==> config.mk <==
export PLATFORM = sky130hd
export DESIGN_NAME = firmware_load_retry_sequencer
export DESIGN_NICKNAME = d
export VERILOG_FILES = /design/src/rtl/flrs_pkg.sv /design/src/rtl/firmware_load_retry_sequencer.sv
export SDC_FILE = /design/constraint.sdc
export NUM_CORES = 1
export LEC_CHECK = 0
export BUFFER_PORTS_ARGS = -buffer_cell sky130_fd_sc_hd__clkbuf_2
export CORE_ASPECT_RATIO = 0.5
export CORE_UTILIZATION = 23
export CTS_CLUSTER_DIAMETER = 200
export DETAILED_ROUTE_END_ITERATION = 6
export HOLD_SLACK_MARGIN = 0.1
export PLACE_DENSITY = 0.34
export SLEW_MARGIN = 20
export SYNTH_ARGS = -nofsm -noshare
export SYNTH_HDL_FRONTEND = slang
export SYNTH_SLANG_ARGS = --single-unit
==> constraint.sdc <==
create_clock -name clk -period 8.77 [get_ports clk]
set_input_delay 1.3155 -clock clk [delete_from_list [all_inputs] [get_ports clk]]
set_output_delay 1.3155 -clock clk [all_outputs]
set_load 0.02 [all_outputs]
==> src/rtl/flrs_pkg.sv <==
// Package with the types, codes and constants of the firmware load retry sequencer.
`timescale 1ns / 1ps
package flrs_pkg;

	// Sequencer phases.
	typedef enum logic [2:0] {
		PH_IDLE         = 3'd0,
		PH_START_DELAY  = 3'd1,
		PH_WAIT_ACK     = 3'd2,
		PH_WAIT_ENTERED = 3'd3,
		PH_WAIT_REPLY   = 3'd4,
		PH_EXIT_DELAY   = 3'd5,
		PH_WAIT_EXITED  = 3'd6
	} phase_t;

	// Actions carried in each result.
	typedef enum logic [2:0] {
		ACT_NONE   = 3'd0,
		ACT_APP    = 3'd1,
		ACT_ENTER  = 3'd2,
		ACT_INSTR  = 3'd3,
		ACT_EXIT   = 3'd4,
		ACT_STATUS = 3'd5
	} action_t;

	// Input operations.
	localparam logic [1:0] OP_START    = 2'd0;
	localparam logic [1:0] OP_TICK     = 2'd1;
	localparam logic [1:0] OP_RESPONSE = 2'd2;

	// Classified response codes.
	localparam logic [3:0] RSP_OK          = 4'd0;
	localparam logic [3:0] RSP_MANUAL      = 4'd1;
	localparam logic [3:0] RSP_BAD_SUM     = 4'd5;
	localparam logic [3:0] RSP_BAD_PARAM   = 4'd4;
	localparam logic [3:0] RSP_NOT_IN_MODE = 4'd6;
	localparam logic [3:0] RSP_ENTERED     = 4'd7;
	localparam logic [3:0] RSP_EXITED      = 4'd8;
	localparam logic [3:0] RSP_DATA        = 4'd9;
	localparam logic [3:0] RSP_READY       = 4'd10;

	// Final status codes.
	localparam logic [3:0] ST_SUCCESS       = 4'd0;
	localparam logic [3:0] ST_ENTER_TIMEOUT = 4'd6;
	localparam logic [3:0] ST_NOT_IN_MODE   = 4'd7;
	localparam logic [3:0] ST_INSTR_SPENT   = 4'd8;
	localparam logic [3:0] ST_EXIT_TIMEOUT  = 4'd9;
	localparam logic [3:0] ST_BUSY          = 4'd10;

	// Configuration register indexes.
	localparam logic [2:0] REG_MAX_ATTEMPTS  = 3'd0;
	localparam logic [2:0] REG_ACK_TIMEOUT   = 3'd1;
	localparam logic [2:0] REG_CONF_TIMEOUT  = 3'd2;
	localparam logic [2:0] REG_START_DELAY   = 3'd3;
	localparam logic [2:0] REG_EXIT_DELAY    = 3'd4;

	// Configuration reset values.
	localparam logic [2:0] RST_MAX_ATTEMPTS = 3'd3;
	localparam logic [9:0] RST_ACK_TIMEOUT  = 10'd50;
	localparam logic [9:0] RST_CONF_TIMEOUT = 10'd70;
	localparam logic [9:0] RST_START_DELAY  = 10'd5;
	localparam logic [9:0] RST_EXIT_DELAY   = 10'd20;

	// Result queue geometry.
	localparam int QDEPTH = 4;
	localparam int QPTR_W = 2;
	localparam int QCNT_W = 3;

	// One result item.
	typedef struct packed {
		action_t    action;
		logic [9:0] index;
		logic [3:0] status;
		logic       last;
	} res_t;

	// Builds a result that is not yet marked as the last one.
	function automatic res_t mk_res(input action_t act, input logic [9:0] idx,
			input logic [3:0] st);
		res_t r;
		r.action = act;
		r.index  = idx;
		r.status = st;
		r.last   = 1'b0;
		return r;
	endfunction

endpackage

==> src/rtl/firmware_load_retry_sequencer.sv <==
// Top level of the firmware load retry sequencer: input register, step logic and result queue.
`timescale 1ns / 1ps
// The sequencer takes one event transaction (start, tick or classified response) per clock
// while in_stall is low and turns it into zero, one or two result transactions, which leave
// one per cycle while out_stall is low. Events pass through an input register; when the held
// event advances, the step logic updates the phase, attempt, timer and index registers and
// pushes its results into a four-entry result queue, whose head drives the output. The input
// stalls while the held event cannot be pushed because the queue has fewer than two free
// entries, so sustained rate is one event per cycle as long as the results are taken at
// one per cycle; events that cause two results need two output transactions.
module firmware_load_retry_sequencer
	import flrs_pkg::*;
#(
	parameter int MAX_INSTRUCTIONS = 1024
) (
	input  logic        clk,
	input  logic        arst_n,
	input  logic        in_valid,
	output logic        in_stall,
	input  logic [1:0]  operation,
	input  logic [10:0] instruction_count,
	input  logic [3:0]  response_code,
	output logic        out_valid,
	input  logic        out_stall,
	output logic [2:0]  action,
	output logic [9:0]  instruction_index,
	output logic [3:0]  status,
	output logic        last,
	input  logic        cfg_we,
	input  logic [2:0]  cfg_index,
	input  logic [9:0]  cfg_data
);

	localparam int CNT_W = $clog2(MAX_INSTRUCTIONS + 1);
	localparam logic [31:0] MAX_CNT = 32'(MAX_INSTRUCTIONS);

	// Configuration registers.
	logic [2:0] max_attempts_q;
	logic [9:0] ack_timeout_q;
	logic [9:0] conf_timeout_q;
	logic [9:0] start_delay_q;
	logic [9:0] exit_delay_q;

	// Sequencer state.
	phase_t             phase_q, phase_n;
	logic [2:0]         attempt_q, attempt_n;
	logic [9:0]         timer_q, timer_n;
	logic [CNT_W-1:0]   cur_q, cur_n;
	logic [CNT_W-1:0]   total_q, total_n;

	// Input register.
	logic        valid_s1;
	logic [1:0]  op_s1;
	logic [10:0] cnt_s1;
	logic [3:0]  code_s1;

	// Result queue.
	res_t              queue_q [QDEPTH];
	logic [QPTR_W-1:0] head_q;
	logic [QCNT_W-1:0] qcnt_q;

	logic        advance;
	logic        pop;
	logic [1:0]  nres;
	res_t        res0, res1;
	logic        expire;
	logic        retry_ok;
	logic [2:0]  att_inc;
	logic [9:0]  timer_dec;
	logic [CNT_W-1:0] nx_idx;
	logic [CNT_W+9:0] cur_wide, nx_wide;
	logic [9:0]  cur_idx10, nx_idx10;
	logic [31:0] cnt_wide;
	logic [CNT_W-1:0] cnt_sat;

	// Configuration writes.
	always_ff @(posedge clk or negedge arst_n) begin
		if (!arst_n) begin
			max_attempts_q <= RST_MAX_ATTEMPTS;
			ack_timeout_q  <= RST_ACK_TIMEOUT;
			conf_timeout_q <= RST_CONF_TIMEOUT;
			start_delay_q  <= RST_START_DELAY;
			exit_delay_q   <= RST_EXIT_DELAY;
		end else if (cfg_we) begin
			case (cfg_index)
				REG_MAX_ATTEMPTS: max_attempts_q <= cfg_data[2:0];
				REG_ACK_TIMEOUT:  ack_timeout_q  <= cfg_data;
				REG_CONF_TIMEOUT: conf_timeout_q <= cfg_data;
				REG_START_DELAY:  start_delay_q  <= cfg_data;
				REG_EXIT_DELAY:   exit_delay_q   <= cfg_data;
				default: ;
			endcase
		end
	end

	// The held event proceeds when the queue can take both of its possible results.
	assign advance  = valid_s1 && (qcnt_q <= QCNT_W'(QDEPTH - 2));
	assign in_stall = valid_s1 && !advance;

	// Input register.
	always_ff @(posedge clk or negedge arst_n) begin
		if (!arst_n) begin
			valid_s1 <= 1'b0;
		end else if (in_valid && !in_stall) begin
			valid_s1 <= 1'b1;
		end else if (advance) begin
			valid_s1 <= 1'b0;
		end
	end

	always_ff @(posedge clk) begin
		if (in_valid && !in_stall) begin
			op_s1   <= operation;
			cnt_s1  <= instruction_count;
			code_s1 <= response_code;
		end
	end

	// Shared terms of the step logic.
	assign expire    = (timer_q <= 10'd1);
	assign timer_dec = expire ? 10'd0 : timer_q - 10'd1;
	assign retry_ok  = (attempt_q < max_attempts_q);
	assign att_inc   = attempt_q + 3'd1;
	assign nx_idx    = (phase_q == PH_WAIT_ENTERED) ? '0 : cur_q + CNT_W'(1);
	assign cur_wide  = {10'd0, cur_q};
	assign nx_wide   = {10'd0, nx_idx};
	assign cur_idx10 = cur_wide[9:0];
	assign nx_idx10  = nx_wide[9:0];
	assign cnt_wide  = {21'd0, cnt_s1};
	assign cnt_sat   = (cnt_wide > MAX_CNT) ? MAX_CNT[CNT_W-1:0] : cnt_wide[CNT_W-1:0];

	// Step logic: next state and the results of the held event.
	always_comb begin
		phase_n   = phase_q;
		attempt_n = attempt_q;
		timer_n   = timer_q;
		cur_n     = cur_q;
		total_n   = total_q;
		nres      = 2'd0;
		res0      = mk_res(ACT_NONE, 10'd0, 4'd0);
		res1      = mk_res(ACT_NONE, 10'd0, 4'd0);
		case (op_s1)
			OP_START: begin
				if (phase_q != PH_IDLE) begin
					res0 = mk_res(ACT_STATUS, 10'd0, ST_BUSY);
					nres = 2'd1;
				end else begin
					total_n   = cnt_sat;
					cur_n     = '0;
					attempt_n = 3'd0;
					phase_n   = PH_START_DELAY;
					timer_n   = start_delay_q;
					if (start_delay_q == 10'd0) begin
						// Zero delay sends APP and enter at once.
						res0      = mk_res(ACT_APP, 10'd0, 4'd0);
						res1      = mk_res(ACT_ENTER, 10'd0, 4'd0);
						nres      = 2'd2;
						attempt_n = 3'd1;
						phase_n   = PH_WAIT_ACK;
						timer_n   = ack_timeout_q;
					end
				end
			end
			OP_TICK: begin
				if (phase_q != PH_IDLE) begin
					timer_n = timer_dec;
				end
				if (expire) begin
					case (phase_q)
						PH_START_DELAY: begin
							res0      = mk_res(ACT_APP, 10'd0, 4'd0);
							res1      = mk_res(ACT_ENTER, 10'd0, 4'd0);
							nres      = 2'd2;
							attempt_n = 3'd1;
							phase_n   = PH_WAIT_ACK;
							timer_n   = ack_timeout_q;
						end
						PH_WAIT_ACK, PH_WAIT_ENTERED: begin
							nres = 2'd1;
							if (retry_ok) begin
								res0      = mk_res(ACT_ENTER, 10'd0, 4'd0);
								attempt_n = att_inc;
								phase_n   = PH_WAIT_ACK;
								timer_n   = ack_timeout_q;
							end else begin
								res0      = mk_res(ACT_STATUS, 10'd0, ST_ENTER_TIMEOUT);
								attempt_n = 3'd0;
								phase_n   = PH_IDLE;
								timer_n   = 10'd0;
							end
						end
						PH_WAIT_REPLY: begin
							if (retry_ok) begin
								res0      = mk_res(ACT_INSTR, cur_idx10, 4'd0);
								nres      = 2'd1;
								attempt_n = att_inc;
								timer_n   = ack_timeout_q;
							end else begin
								res0      = mk_res(ACT_EXIT, 10'd0, 4'd0);
								res1      = mk_res(ACT_STATUS, 10'd0, ST_INSTR_SPENT);
								nres      = 2'd2;
								attempt_n = 3'd0;
								phase_n   = PH_IDLE;
								timer_n   = 10'd0;
							end
						end
						PH_EXIT_DELAY: begin
							res0      = mk_res(ACT_EXIT, 10'd0, 4'd0);
							nres      = 2'd1;
							attempt_n = 3'd1;
							phase_n   = PH_WAIT_EXITED;
							timer_n   = conf_timeout_q;
						end
						PH_WAIT_EXITED: begin
							nres = 2'd1;
							if (retry_ok) begin
								res0      = mk_res(ACT_EXIT, 10'd0, 4'd0);
								attempt_n = att_inc;
								timer_n   = conf_timeout_q;
							end else begin
								res0      = mk_res(ACT_STATUS, 10'd0, ST_EXIT_TIMEOUT);
								attempt_n = 3'd0;
								phase_n   = PH_IDLE;
								timer_n   = 10'd0;
							end
						end
						default: ;
					endcase
				end
			end
			OP_RESPONSE: begin
				case (phase_q)
					PH_WAIT_ACK: begin
						if (code_s1 == RSP_OK) begin
							phase_n = PH_WAIT_ENTERED;
							timer_n = conf_timeout_q;
						end else if (code_s1 >= RSP_MANUAL && code_s1 <= RSP_BAD_SUM) begin
							// A refusal of the enter request ends the job with its code.
							res0      = mk_res(ACT_STATUS, 10'd0, code_s1);
							nres      = 2'd1;
							attempt_n = 3'd0;
							phase_n   = PH_IDLE;
							timer_n   = 10'd0;
						end
					end
					PH_WAIT_ENTERED, PH_WAIT_REPLY: begin
						if ((phase_q == PH_WAIT_ENTERED && code_s1 == RSP_ENTERED) ||
								(phase_q == PH_WAIT_REPLY && (code_s1 == RSP_OK ||
								code_s1 == RSP_DATA || code_s1 == RSP_READY))) begin
							// Move on to the next instruction, or to the exit delay after the last.
							cur_n = nx_idx;
							if (nx_idx >= total_q) begin
								attempt_n = 3'd0;
								phase_n   = PH_EXIT_DELAY;
								timer_n   = exit_delay_q;
								if (exit_delay_q == 10'd0) begin
									res0      = mk_res(ACT_EXIT, 10'd0, 4'd0);
									nres      = 2'd1;
									attempt_n = 3'd1;
									phase_n   = PH_WAIT_EXITED;
									timer_n   = conf_timeout_q;
								end
							end else begin
								res0      = mk_res(ACT_INSTR, nx_idx10, 4'd0);
								nres      = 2'd1;
								attempt_n = 3'd1;
								phase_n   = PH_WAIT_REPLY;
								timer_n   = ack_timeout_q;
							end
						end else if (phase_q == PH_WAIT_REPLY && code_s1 == RSP_BAD_PARAM) begin
							if (retry_ok) begin
								res0      = mk_res(ACT_INSTR, cur_idx10, 4'd0);
								nres      = 2'd1;
								attempt_n = att_inc;
								timer_n   = ack_timeout_q;
							end else begin
								res0      = mk_res(ACT_EXIT, 10'd0, 4'd0);
								res1      = mk_res(ACT_STATUS, 10'd0, ST_INSTR_SPENT);
								nres      = 2'd2;
								attempt_n = 3'd0;
								phase_n   = PH_IDLE;
								timer_n   = 10'd0;
							end
						end else if (phase_q == PH_WAIT_REPLY && code_s1 == RSP_NOT_IN_MODE) begin
							res0      = mk_res(ACT_STATUS, 10'd0, ST_NOT_IN_MODE);
							nres      = 2'd1;
							attempt_n = 3'd0;
							phase_n   = PH_IDLE;
							timer_n   = 10'd0;
						end
					end
					PH_WAIT_EXITED: begin
						if (code_s1 == RSP_EXITED) begin
							res0      = mk_res(ACT_STATUS, 10'd0, ST_SUCCESS);
							nres      = 2'd1;
							attempt_n = 3'd0;
							phase_n   = PH_IDLE;
							timer_n   = 10'd0;
						end
					end
					default: ;
				endcase
			end
			default: ;
		endcase
		// Mark the final result of this event.
		if (nres == 2'd1) begin
			res0.last = 1'b1;
		end
		if (nres == 2'd2) begin
			res1.last = 1'b1;
		end
	end

	// Sequencer state registers.
	always_ff @(posedge clk or negedge arst_n) begin
		if (!arst_n) begin
			phase_q   <= PH_IDLE;
			attempt_q <= 3'd0;
			timer_q   <= 10'd0;
			cur_q     <= '0;
			total_q   <= '0;
		end else if (advance) begin
			phase_q   <= phase_n;
			attempt_q <= attempt_n;
			timer_q   <= timer_n;
			cur_q     <= cur_n;
			total_q   <= total_n;
		end
	end

	// Result queue: up to two pushes and one pop per cycle.
	assign pop = out_valid && !out_stall;

	always_ff @(posedge clk or negedge arst_n) begin
		if (!arst_n) begin
			head_q <= '0;
			qcnt_q <= '0;
		end else begin
			if (pop) begin
				head_q <= head_q + QPTR_W'(1);
			end
			qcnt_q <= qcnt_q + (advance ? QCNT_W'(nres) : QCNT_W'(0)) -
				(pop ? QCNT_W'(1) : QCNT_W'(0));
		end
	end

	always_ff @(posedge clk) begin
		if (advance && nres != 2'd0) begin
			queue_q[head_q + qcnt_q[QPTR_W-1:0]] <= res0;
		end
		if (advance && nres == 2'd2) begin
			queue_q[head_q + qcnt_q[QPTR_W-1:0] + QPTR_W'(1)] <= res1;
		end
	end

	// Output transaction from the head of the queue.
	assign out_valid         = (qcnt_q != '0);
	assign action            = queue_q[head_q].action;
	assign instruction_index = queue_q[head_q].index;
	assign status            = queue_q[head_q].status;
	assign last              = queue_q[head_q].last;

	// The result queue never holds more entries than it has.
	a_queue_bound: assert property (@(posedge clk) disable iff (!arst_n)
		qcnt_q <= QCNT_W'(QDEPTH))
		else $error("result queue overflow");

	// Every job end leaves the attempt count and timer cleared.
	a_idle_clean: assert property (@(posedge clk) disable iff (!arst_n)
		phase_q == PH_IDLE |-> attempt_q == 3'd0 && timer_q == 10'd0)
		else $error("idle phase with stale attempt count or timer");

	// A status report is always the final result of its event.
	a_status_last: assert property (@(posedge clk) disable iff (!arst_n)
		out_valid && action == ACT_STATUS |-> last)
		else $error("status result not marked last");

	// Only real actions enter the queue.
	a_no_empty_result: assert property (@(posedge clk) disable iff (!arst_n)
		out_valid |-> action != ACT_NONE)
		else $error("queued result carries no action");

endmodule

# ---- Word level (Yosys, flattened, before mapping)
# Memories as Yosys holds them, arrays and structs flattened.
# Cells that the tools add are included.
dict set report op_classes {
  add_sub_neg 8
  n_lt_le_gt_ge 7
  eq_ne 32
  muxes 103
  n_bitwise 1
  reduce_logical 45
}
# operator n
set ops {}
lappend ops {{two-way mux 18 bit} 17}
lappend ops {{case mux 18 bit (3 select lines)} 3}
lappend ops {{two-way mux 10 bit} 15}
lappend ops {{case mux 18 bit (5 select lines)} 1}
lappend ops {{case mux 10 bit (3 select lines)} 2}
lappend ops {{two-way mux 11 bit} 5}
lappend ops {{two-way mux 3 bit} 17}
lappend ops {{case mux 10 bit (4 select lines)} 1}
lappend ops {{case mux 18 bit (2 select lines)} 1}
lappend ops {{case mux 3 bit (3 select lines)} 4}
lappend ops {{two-way mux 17 bit} 2}
lappend ops {{two-way mux 16 bit} 2}
lappend ops {{two-way mux 2 bit} 11}
lappend ops {{case mux 11 bit (2 select lines)} 1}
lappend ops {{logical NOT 10 bit} 2}
lappend ops {{case mux 2 bit (3 select lines)} 3}
lappend ops {{two-way mux 1 bit} 16}
lappend ops {{== test 3 x 2 -> 1 bit, second input constant} 4}
lappend ops {{== test 3 bit, second input constant} 4}
lappend ops {{== test 4 x 3 -> 1 bit, second input constant} 3}
lappend ops {{== test 4 bit, second input constant} 3}
lappend ops {{!= test 3 bit, second input constant} 4}
lappend ops {{case mux 3 bit (4 select lines)} 1}
lappend ops {{adder 11 x 1 -> 11 bit, second input constant} 1}
lappend ops {{41 further kinds} 73}
dict set report word_totals {
  reg_bits 104
  ramBits 72
  inputBits 35
  out_inout_bits 20
  n_memories 1
}
# name words word_bits read_ports rd_ports_with_merged_regs write_ports line
set memory_table {}
lappend memory_table {queue_q 4 18 1 0 2 firmware_load_retry_sequencer.sv:58} ;# res_t queue_q [QDEPTH];

# ---- Longest topological paths before layout
# Gate-level depths: netlist of run 1.
dict set report depth {
  word_depth 12
  ltp_mapped 20
  depth_no_buf 20
}

# ---- Worst setup path before layout of run 1
# Ideal clock, no wire load.
dict set report synth_path {
  kind {flip-flop to flip-flop}
  from {register cur_q[0]}
  to {register qcnt_q[2]}
  setup_ns 0.123
  arrival_time_ns 3.791
  slack_ns 4.856
  stages_incl_launch_ff 20
  path_buffers 0
  period_less_slack_ns 3.914
  cell_sequence {dfrtp_1 -> ha_1 -> nand3_1 -> nor3_1 -> nand3_1 -> xor2_1 -> nor2_1 -> ha_1 -> nor2b_1 -> a22oi_1 -> o311ai_0 -> o22ai_1 -> nand4_1 -> nand2_1 -> nand2_1 -> ha_1 -> inv_1 -> ha_1 -> fa_1 -> xnor2_1}
}
dict set report synth_via {
  elab_chain_len 10
}
# element line
set synth_lines {}
lappend synth_lines {{start, declared} firmware_load_retry_sequencer.sv:48} ;# logic [CNT_W-1:0] cur_q, cur_n;
lappend synth_lines {{start signal, assigned} firmware_load_retry_sequencer.sv:327} ;# cur_q <= cur_n;
lappend synth_lines {{adder 11 x 1 -> 11 bit} firmware_load_retry_sequencer.sv:124} ;# assign nx_idx = (phase_q == PH_WAIT_ENTERED) ? '0 : cur_q + CNT_W'(1);
lappend synth_lines {{two-way mux 11 bit} firmware_load_retry_sequencer.sv:124}
lappend synth_lines {{greater-or-equal comparator 11 bit} firmware_load_retry_sequencer.sv:252} ;# if (nx_idx >= total_q) begin
lappend synth_lines {{two-way mux 2 bit} firmware_load_retry_sequencer.sv:252}
lappend synth_lines {{two-way mux 2 bit} firmware_load_retry_sequencer.sv:247} ;# if ((phase_q == PH_WAIT_ENTERED && code_s1 == RSP_ENTERED) ||
lappend synth_lines {{case mux 2 bit (3 select lines)} firmware_load_retry_sequencer.sv:232} ;# case (phase_q)
lappend synth_lines {{case mux 2 bit (3 select lines)} firmware_load_retry_sequencer.sv:142} ;# case (op_s1)
lappend synth_lines {{two-way mux 2 bit} firmware_load_retry_sequencer.sv:343} ;# qcnt_q <= qcnt_q + (advance ? QCNT_W'(nres) : QCNT_W'(0)) -
lappend synth_lines {{adder 3 x 2 -> 3 bit} firmware_load_retry_sequencer.sv:343}
lappend synth_lines {{subtractor 3 x 1 -> 3 bit} firmware_load_retry_sequencer.sv:343}
lappend synth_lines {{end signal, assigned} firmware_load_retry_sequencer.sv:343}
lappend synth_lines {{end, declared} firmware_load_retry_sequencer.sv:60} ;# logic [QCNT_W-1:0] qcnt_q;
# No other way between the ends.
# A chain may end at the register's enable or synchronous reset.

# ---- Worst setup path after layout of run 1
# Same ends and word-level chain as after synthesis.

==> results of run 1 <==
==> power breakdown <==
| group | internal [mW] | leakage, nW | switching (mW) |
|---|---|---|---|
| sequential | 1.07 | 1.82 | 0.184 |
| combinational | 0.581 | 2.14 | 0.996 |
| clock | 0.395 | 0.269 | 0.364 |
| total | 2.05 | 4.24 | 1.54 |
==> worst max path at each step <==
stage              from         to  slack, ns
6_report       cur_q[0]  qcnt_q[2]       3.53
5_1_grt        cur_q[0]  qcnt_q[2]       2.94
4_1_cts        cur_q[0]  qcnt_q[2]       3.48
3_5_place_dp   cur_q[0]  qcnt_q[2]       3.51
3_3_place_gp   cur_q[0]  qcnt_q[2]       3.70
2_1_floorplan  cur_q[0]  qcnt_q[2]       4.86
==> synth_stat cells, types with 26 or more instances <==
master    number  area, um2
nand2_1       98        368
o21ai_0       86        430
dfrtp_1       75       1880
nor2_1        72        270
a21oi_1       68        340
dfxtp_1       52       1040
clkbuf_1      46        173
mux2_2        42        473
edfxtp_1      37       1110
inv_1         34        128
nand2b_1      27        169
nand3_1       27        135
nor3_1        26        130
==> flip-flops by register name, summed over array words and instances, names as in the netlist, 3 cells and up <==
signal          flops
ack_timeout_q      10
attempt_q           3
cnt_s1             11
code_s1             4
conf_timeout_q     10
cur_q              11
exit_delay_q       10
max_attempts_q      3
phase_q             3
qcnt_q              3
queue_q            72
start_delay_q      10
timer_q            10
total_q            11
==> final cells by class <==
class	count	area (um2)
fillers	4699	32200
inverters	34	128
clock buffers	18	429
multi-input cells	806	5590
flip-flops and latches	176	4340
clock inverters	14	129
well taps	588	736
repair buffers	70	393
==> logic make-up after synthesis <==
kind of cell,count (synthesis)
adder cells (fa/ha/maj),23
multiplexers,64
XOR/XNOR,22
flip-flops,176
AND/OR/NAND/NOR,363
buffers and inverters,95
AO/OA/AOI/OAI,334
==> metrics by stage <==
step,util (%),power [mW]
after global routing,26.8,3.84
after global placement,25.5,2.84
final,26.8,3.59
after detailed placement,25.5,2.85
after CTS,26.8,3.63
after floorplan,-,2.35
==> routing by layer <==
layer	vias to the layer above	part of all wire [%]	global-route usage, %	wire length (um)
li1	4087	-	-	-
met1	4393	50	22.9	17900
met2	216	45	24.8	16200
met3	36	4.0	2.96	1450
met4	0	1.4	3.90	508
met5	-	0	0	0
==> worst max-delay path: stages, from the launching register on <==
cell	delay (ns)
dfrtp_1	0.50
ha_1	0.24
nand3_1	0.14
nor3_1	0.33
nand3_1	0.13
xor2_1	0.20
nor2_1	0.06
ha_1	0.35
nor2b_1	0.16
a22oi_1	0.19
o311ai_0	0.20
o22ai_1	0.34
nand4_1	0.70
nand2_1	0.40
nand2_1	0.12
ha_1	0.31
inv_1	0.04
ha_1	0.18
fa_1	0.37
xnor2_1	0.13
==> cells in the final DEF (no fill, tap or decap), drive strengths merged, types with 12 or more instances in the layout <==
cell	synthesis	layout
mux2	42	42
a21oi	74	74
mux4	18	18
nor2	77	77
o31ai	18	18
nand3	27	27
a22oi	15	15
clkbuf	46	71
nor4	12	12
nand2b	27	27
buf	15	17
or3	12	12
o21ai	96	96
nor3	26	26
a211oi	20	20
o211ai	22	22
nand2	103	103
xnor2	17	17
ha	22	22
dfstp	12	12
edfxtp	37	37
inv	34	39
nand4	14	14
dfrtp	75	75
nor2b	17	17
dfxtp	52	52
==> results_dict.tcl, run 1 <==
set metrics [dict create \
    finClkSkew_ns 0.0165 \
    antenna_found_initial 0 \
    syn_nets 1135 \
    critPathRequiredTime_ns 9.10 \
    worst_pin_slew_ns 1.06 \
    crit_path_max_fanout 14 \
    avgSynthCellArea_um2 9.60 \
    p_per_area_nw_per_um2 306 \
    io_buffer_count 54 \
    cp-end-kind "register" \
    finalHoldViolations 0 \
    synth_flop_cell "dfrtp_1" \
    ys_warn_count 0 \
    hp-class "register to register" \
    synth_cell_types 94 \
    cts_hold_buf 0 \
    synth_top_family_by_area "compound AO/OA/AOI/OAI gates" \
    r2r_start "cur_q[0]" \
    h-tree-depth 4 \
    synth_fa_ha_area_share_pct 2.86 \
    n_antenna_cell 0 \
    fp.dieArea_um2 45800 \
    rsz0062_at_grt "false" \
    die_x_um 302 \
    stdcell_count 1706 \
    maxSlewHeadroom_pct 28.3 \
    start_util_pct 23.5 \
    critPathKind "register to register" \
    maxCapViolCount 0 \
    yosys-mux-area-fraction_pct 8.89 \
    place_congestion 0.843 \
    r2r-end "qcnt_q[2]" \
    clockBufferDepth 2 \
    dr_total_vias 8732 \
    max_freq_mhz 191 \
    fin_hold_ws_ns 0.452 \
    finalSetupTns_ns 0 \
    cts_sinks 176 \
    final_antenna_net_count 0 \
    routed_wl_mm 36.1 \
    post_dp_cell_area_um2 11200 \
    grt_max_degree 49 \
    drc 0 \
    r2r_setup_slack_ns 3.53 \
    netlist_instances 1077 \
    numCtsBuffers 17 \
    final_layout_size_suffix_gt1_share_pct 19.4 \
    placed_cells 1674 \
    ff2ff_path_depth 19 \
    synth_edf_count 37 \
    wire_per_inst_um 21.1 \
    grt_remaining_overflow 0 \
    area_delta_synth_final_pct 13.7 \
    num_rows 54 \
    synth_area_um2 10300 \
    ys_ff_latch 176 \
    ir_worst_vdd_v 0.000125 \
    grtUsageTotal_pct 16.0 \
    drtIter0Drc 665 \
    cts_setup_buffers 0 \
    dr.pass1.iters 5 \
    p_leak_nw 4.24 \
    cp-start-kind "register" \
    status "completed" \
    grt_pass1_wl_mm 55.7 \
    drt-vias-per-instance 5.12 \
    finalCritPeriodShare_pct 59.7 \
    synth-seq-area-share_pct 42.0 \
    pre_cts_slack_ns 3.51 \
    clk_pin_slew_ns 0.08 \
    slew_viol_final 0 \
    layout.nets 1163 \
    worstHoldStart "queue_q[0][3]" \
    min_path_cells 2 \
    setup_violations 0 \
    die_h_um 152 \
    fin_ws_ns 3.53 \
    final_cell_area_um2 11800 \
    synthArstFlopShare_pct 49.4 \
    synth_compound_area_share_pct 21.8 \
    post-route-min-period_ns 5.24 \
    whs_endpoint "queue_q[0][3]" \
    critPathArrivalTime_ns 5.56 \
    synth-xor-area-share_pct 1.86 \
    grt_pass1_vias 8867 \
    clock_latency_ns 0.45 \
    cts_resized 0 \
    fp.coreArea_um2 43900 \
    dp_hpwl_mm 26.7 \
    cts_root_buf "clkbuf_16" \
    io_pins 55 \
    cts_tree "built" \
    synth_simple_gate_area_share_pct 18.6 \
]
Power figures use the tool's default switching activity.
==> run 2: changes to the inputs <==
- ABC_AREA: not set -> 1
- clock period: 8.77 -> 5.4 ns (I/O delays scaled with it)
==> results_dict.tcl, run 2 <==
set metrics [dict create \
    synth_area_um2 10800 \
    critPathRequiredTime_ns 5.74 \
    finalSetupTns_ns 0 \
    area_delta_synth_final_pct 13.8 \
    fp.dieArea_um2 47900 \
    n_antenna_cell 0 \
    fp.coreArea_um2 45800 \
    maxCapViolCount 0 \
    finClkSkew_ns 0.0158 \
    numCtsBuffers 17 \
    place_congestion 0.871 \
    clk_pin_slew_ns 0.07 \
    r2r_setup_slack_ns 1.0 \
    post-route-min-period_ns 4.40 \
    dp_hpwl_mm 29.2 \
    max_freq_mhz 227 \
    cp-end-kind "register" \
    setup_violations 0 \
    p_total_mw 6.39 \
    cts_sinks 176 \
    synth-seq-area-share_pct 40.2 \
    largest_reg_flops 72 \
    critPathKind "register to register" \
    clock_power_share_pct 20.0 \
    synth_flop_cell "dfrtp_1" \
    critPathArrivalTime_ns 4.74 \
    synth_top_area_cell "dfrtp_1" \
    synth_edf_count 37 \
    io_pins 55 \
    synthArstFlopShare_pct 49.4 \
    power_frac_seq_pct 31.9 \
    utilization_pct 26.8 \
    clock_latency_ns 0.46 \
    die_h_um 155 \
    synth_commonest_cells "nand2_1, nor2_1, o21ai_0" \
    drtIter0Drc 754 \
    drt-vias-per-instance 4.66 \
    p_leak_nw 5.50 \
    netlist_instances 1531 \
    ff2ff_path_depth 21 \
    drc 0 \
    synth.area.top_cells "dfrtp_1, nand2_1, edfxtp_1" \
    synth_cell_types 49 \
    syn_nets 1589 \
    cts_hold_buf 0 \
    synth_top_area_share_pct 17.4 \
    grt_pass1_wl_mm 61.3 \
    final_antenna_net_count 0 \
    layout.nets 1607 \
    finalCritPeriodShare_pct 81.5 \
    final_layout_size_suffix_gt1_share_pct 11.6 \
    die_x_um 308 \
    combPwrFrac_pct 48.1 \
    clockBufferDepth 2 \
    slew_viol_final 0 \
    r2r-end "qcnt_q[2]" \
    cts_root_buf "clkbuf_16" \
    finalHoldViolations 0 \
    post_dp_cell_area_um2 11700 \
    routed_wl_mm 38.8 \
    wire_per_inst_um 17.7 \
    synthMostInstantiatedCell "nand2_1" \
    cts_resized 0 \
    crit_path_max_fanout 24 \
    avgSynthCellArea_um2 7.05 \
    grt_pass1_vias 10300 \
    ys_ff_latch 176 \
    cp-start-kind "register" \
    cts_setup_buffers 0 \
    grtUsageTotal_pct 16.8 \
    r2r_start "cur_q[1]" \
    cts_tree "built" \
    dr.pass1.iters 5 \
    p_per_area_nw_per_um2 521 \
    power.switching_mw 3.07 \
    hp-class "input port to async pin" \
    start_util_pct 23.6 \
    dr_total_vias 10200 \
    ir_worst_vdd_v 0.000322 \
    antenna_found_initial 0 \
    h-tree-depth 4 \
    p_int_mw 3.33 \
    worst_pin_slew_ns 1.04 \
    ys_warn_count 0 \
    rsz0062_at_grt "false" \
    grt_remaining_overflow 0 \
    final_common_cell "nand2_1" \
    p_sw_share_pct 47.9 \
    status "completed" \
    maxSlewHeadroom_pct 30.3 \
    layout_common_cells "nand2_1, nor2_1, o21ai_0" \
    io_buffer_count 54 \
    final_cell_area_um2 12300 \
    grt_max_degree 74 \
    num_rows 55 \
]
==> run 2: cell count changes in the layout (fill, tap and decap cells not counted), sizes merged, moves of 17 or more <==
| cell | previous run | this run |
|---|---|---|
| nand2 | 103 | 395 |
| inv | 39 | 165 |
| nor2 | 77 | 192 |
| o21ai | 96 | 173 |
| nand3 | 27 | 103 |
| mux2 | 42 | 0 |
| o22ai | 2 | 39 |
| a21oi | 74 | 101 |
| nand2b | 27 | 0 |
| a211oi | 20 | 0 |
| o211ai | 22 | 2 |
| mux4 | 18 | 0 |
| nor2b | 17 | 0 |
==> run 2: area by class of cell <==
| class | count | area [um2] |
|---|---|---|
| Fill cell | 5126 | 33500 |
| Multi-Input combinational cell | 1118 | 5540 |
| Sequential cell | 176 | 4340 |
| Tap cell | 627 | 785 |
| Inverter | 164 | 616 |
| Clock buffer | 19 | 443 |
| Timing Repair Buffer | 72 | 420 |
| Clock inverter | 13 | 136 |
==> run 2: routing by layer <==
| layer | vias to the layer above | GRT usage (%) | part of all wire (%) |
|---|---|---|---|
| met2 | 173 | 26.9 | 45 |
| met4 | 0 | 4.64 | 1.5 |
| met3 | 35 | 3.05 | 3.0 |
| met5 | - | 0 | 0 |
| li1 | 5108 | - | - |
| met1 | 4886 | 23.2 | 50 |
==> run 2: critical path: stages, from the launching register on <==
cell and delay [ns]:
dfrtp_1 0.41, ha_1 0.20, nand2_1 0.09, nor2_1 0.23, inv_1 0.10, nor2_1 0.14
a21oi_1 0.08, nor3_1 0.50, ha_1 0.36, nand3_1 0.17, inv_2 0.07, nand3_4 0.11
nand3_4 0.23, nand2_2 0.15, nand3_2 0.13, nand2_4 0.18, nand3_4 0.09, ha_1 0.30
inv_1 0.04, ha_1 0.18, fa_1 0.38, xnor2_1 0.14
==> run 2: worst max-delay path by stage <==
stage / cells after the start / to / start
final: 21 / qcnt_q[2] / cur_q[1]
after detailed placement: 21 / qcnt_q[2] / cur_q[1]
after floorplan: 21 / qcnt_q[2] / cur_q[1]
after global placement: 19 / queue_q[3][17] / cur_q[1]
after CTS: 21 / qcnt_q[2] / cur_q[1]
after global routing: 21 / queue_q[1][5] / cur_q[1]
==> run 2: cells by family after synthesis <==
logic type	count (synthesis)	synth area share (%)
AND/OR/NAND/NOR	739	29.2
flip-flops	176	40.2
adder cells (fa/ha/maj)	23	2.74
XOR/XNOR	9	0.730
AO/OA/AOI/OAI	347	18.3
buffers and inverters	237	8.79
==> run 2: power by group through the flow <==
stage	clock network, mW	logic, mW	registers, mW
finish	1.28	3.07	2.04
global route	1.39	3.48	2.09
CTS	1.33	3.14	2.04
detailed placement	0	3.13	2.07
global placement	0	3.11	2.06
floorplan	0	2.19	1.96
==> run 2: stage by stage <==
stage	hold slack, ns	setup slack, ns	cells
2_1_floorplan	0.446	1.95	1531
3_3_place_gp	0.457	1.16	2157
3_5_place_dp	0.462	1.02	2157
4_1_cts	0.401	1.00	2189
5_1_grt	0.433	0.554	2189
6_report	0.398	0.999	2189
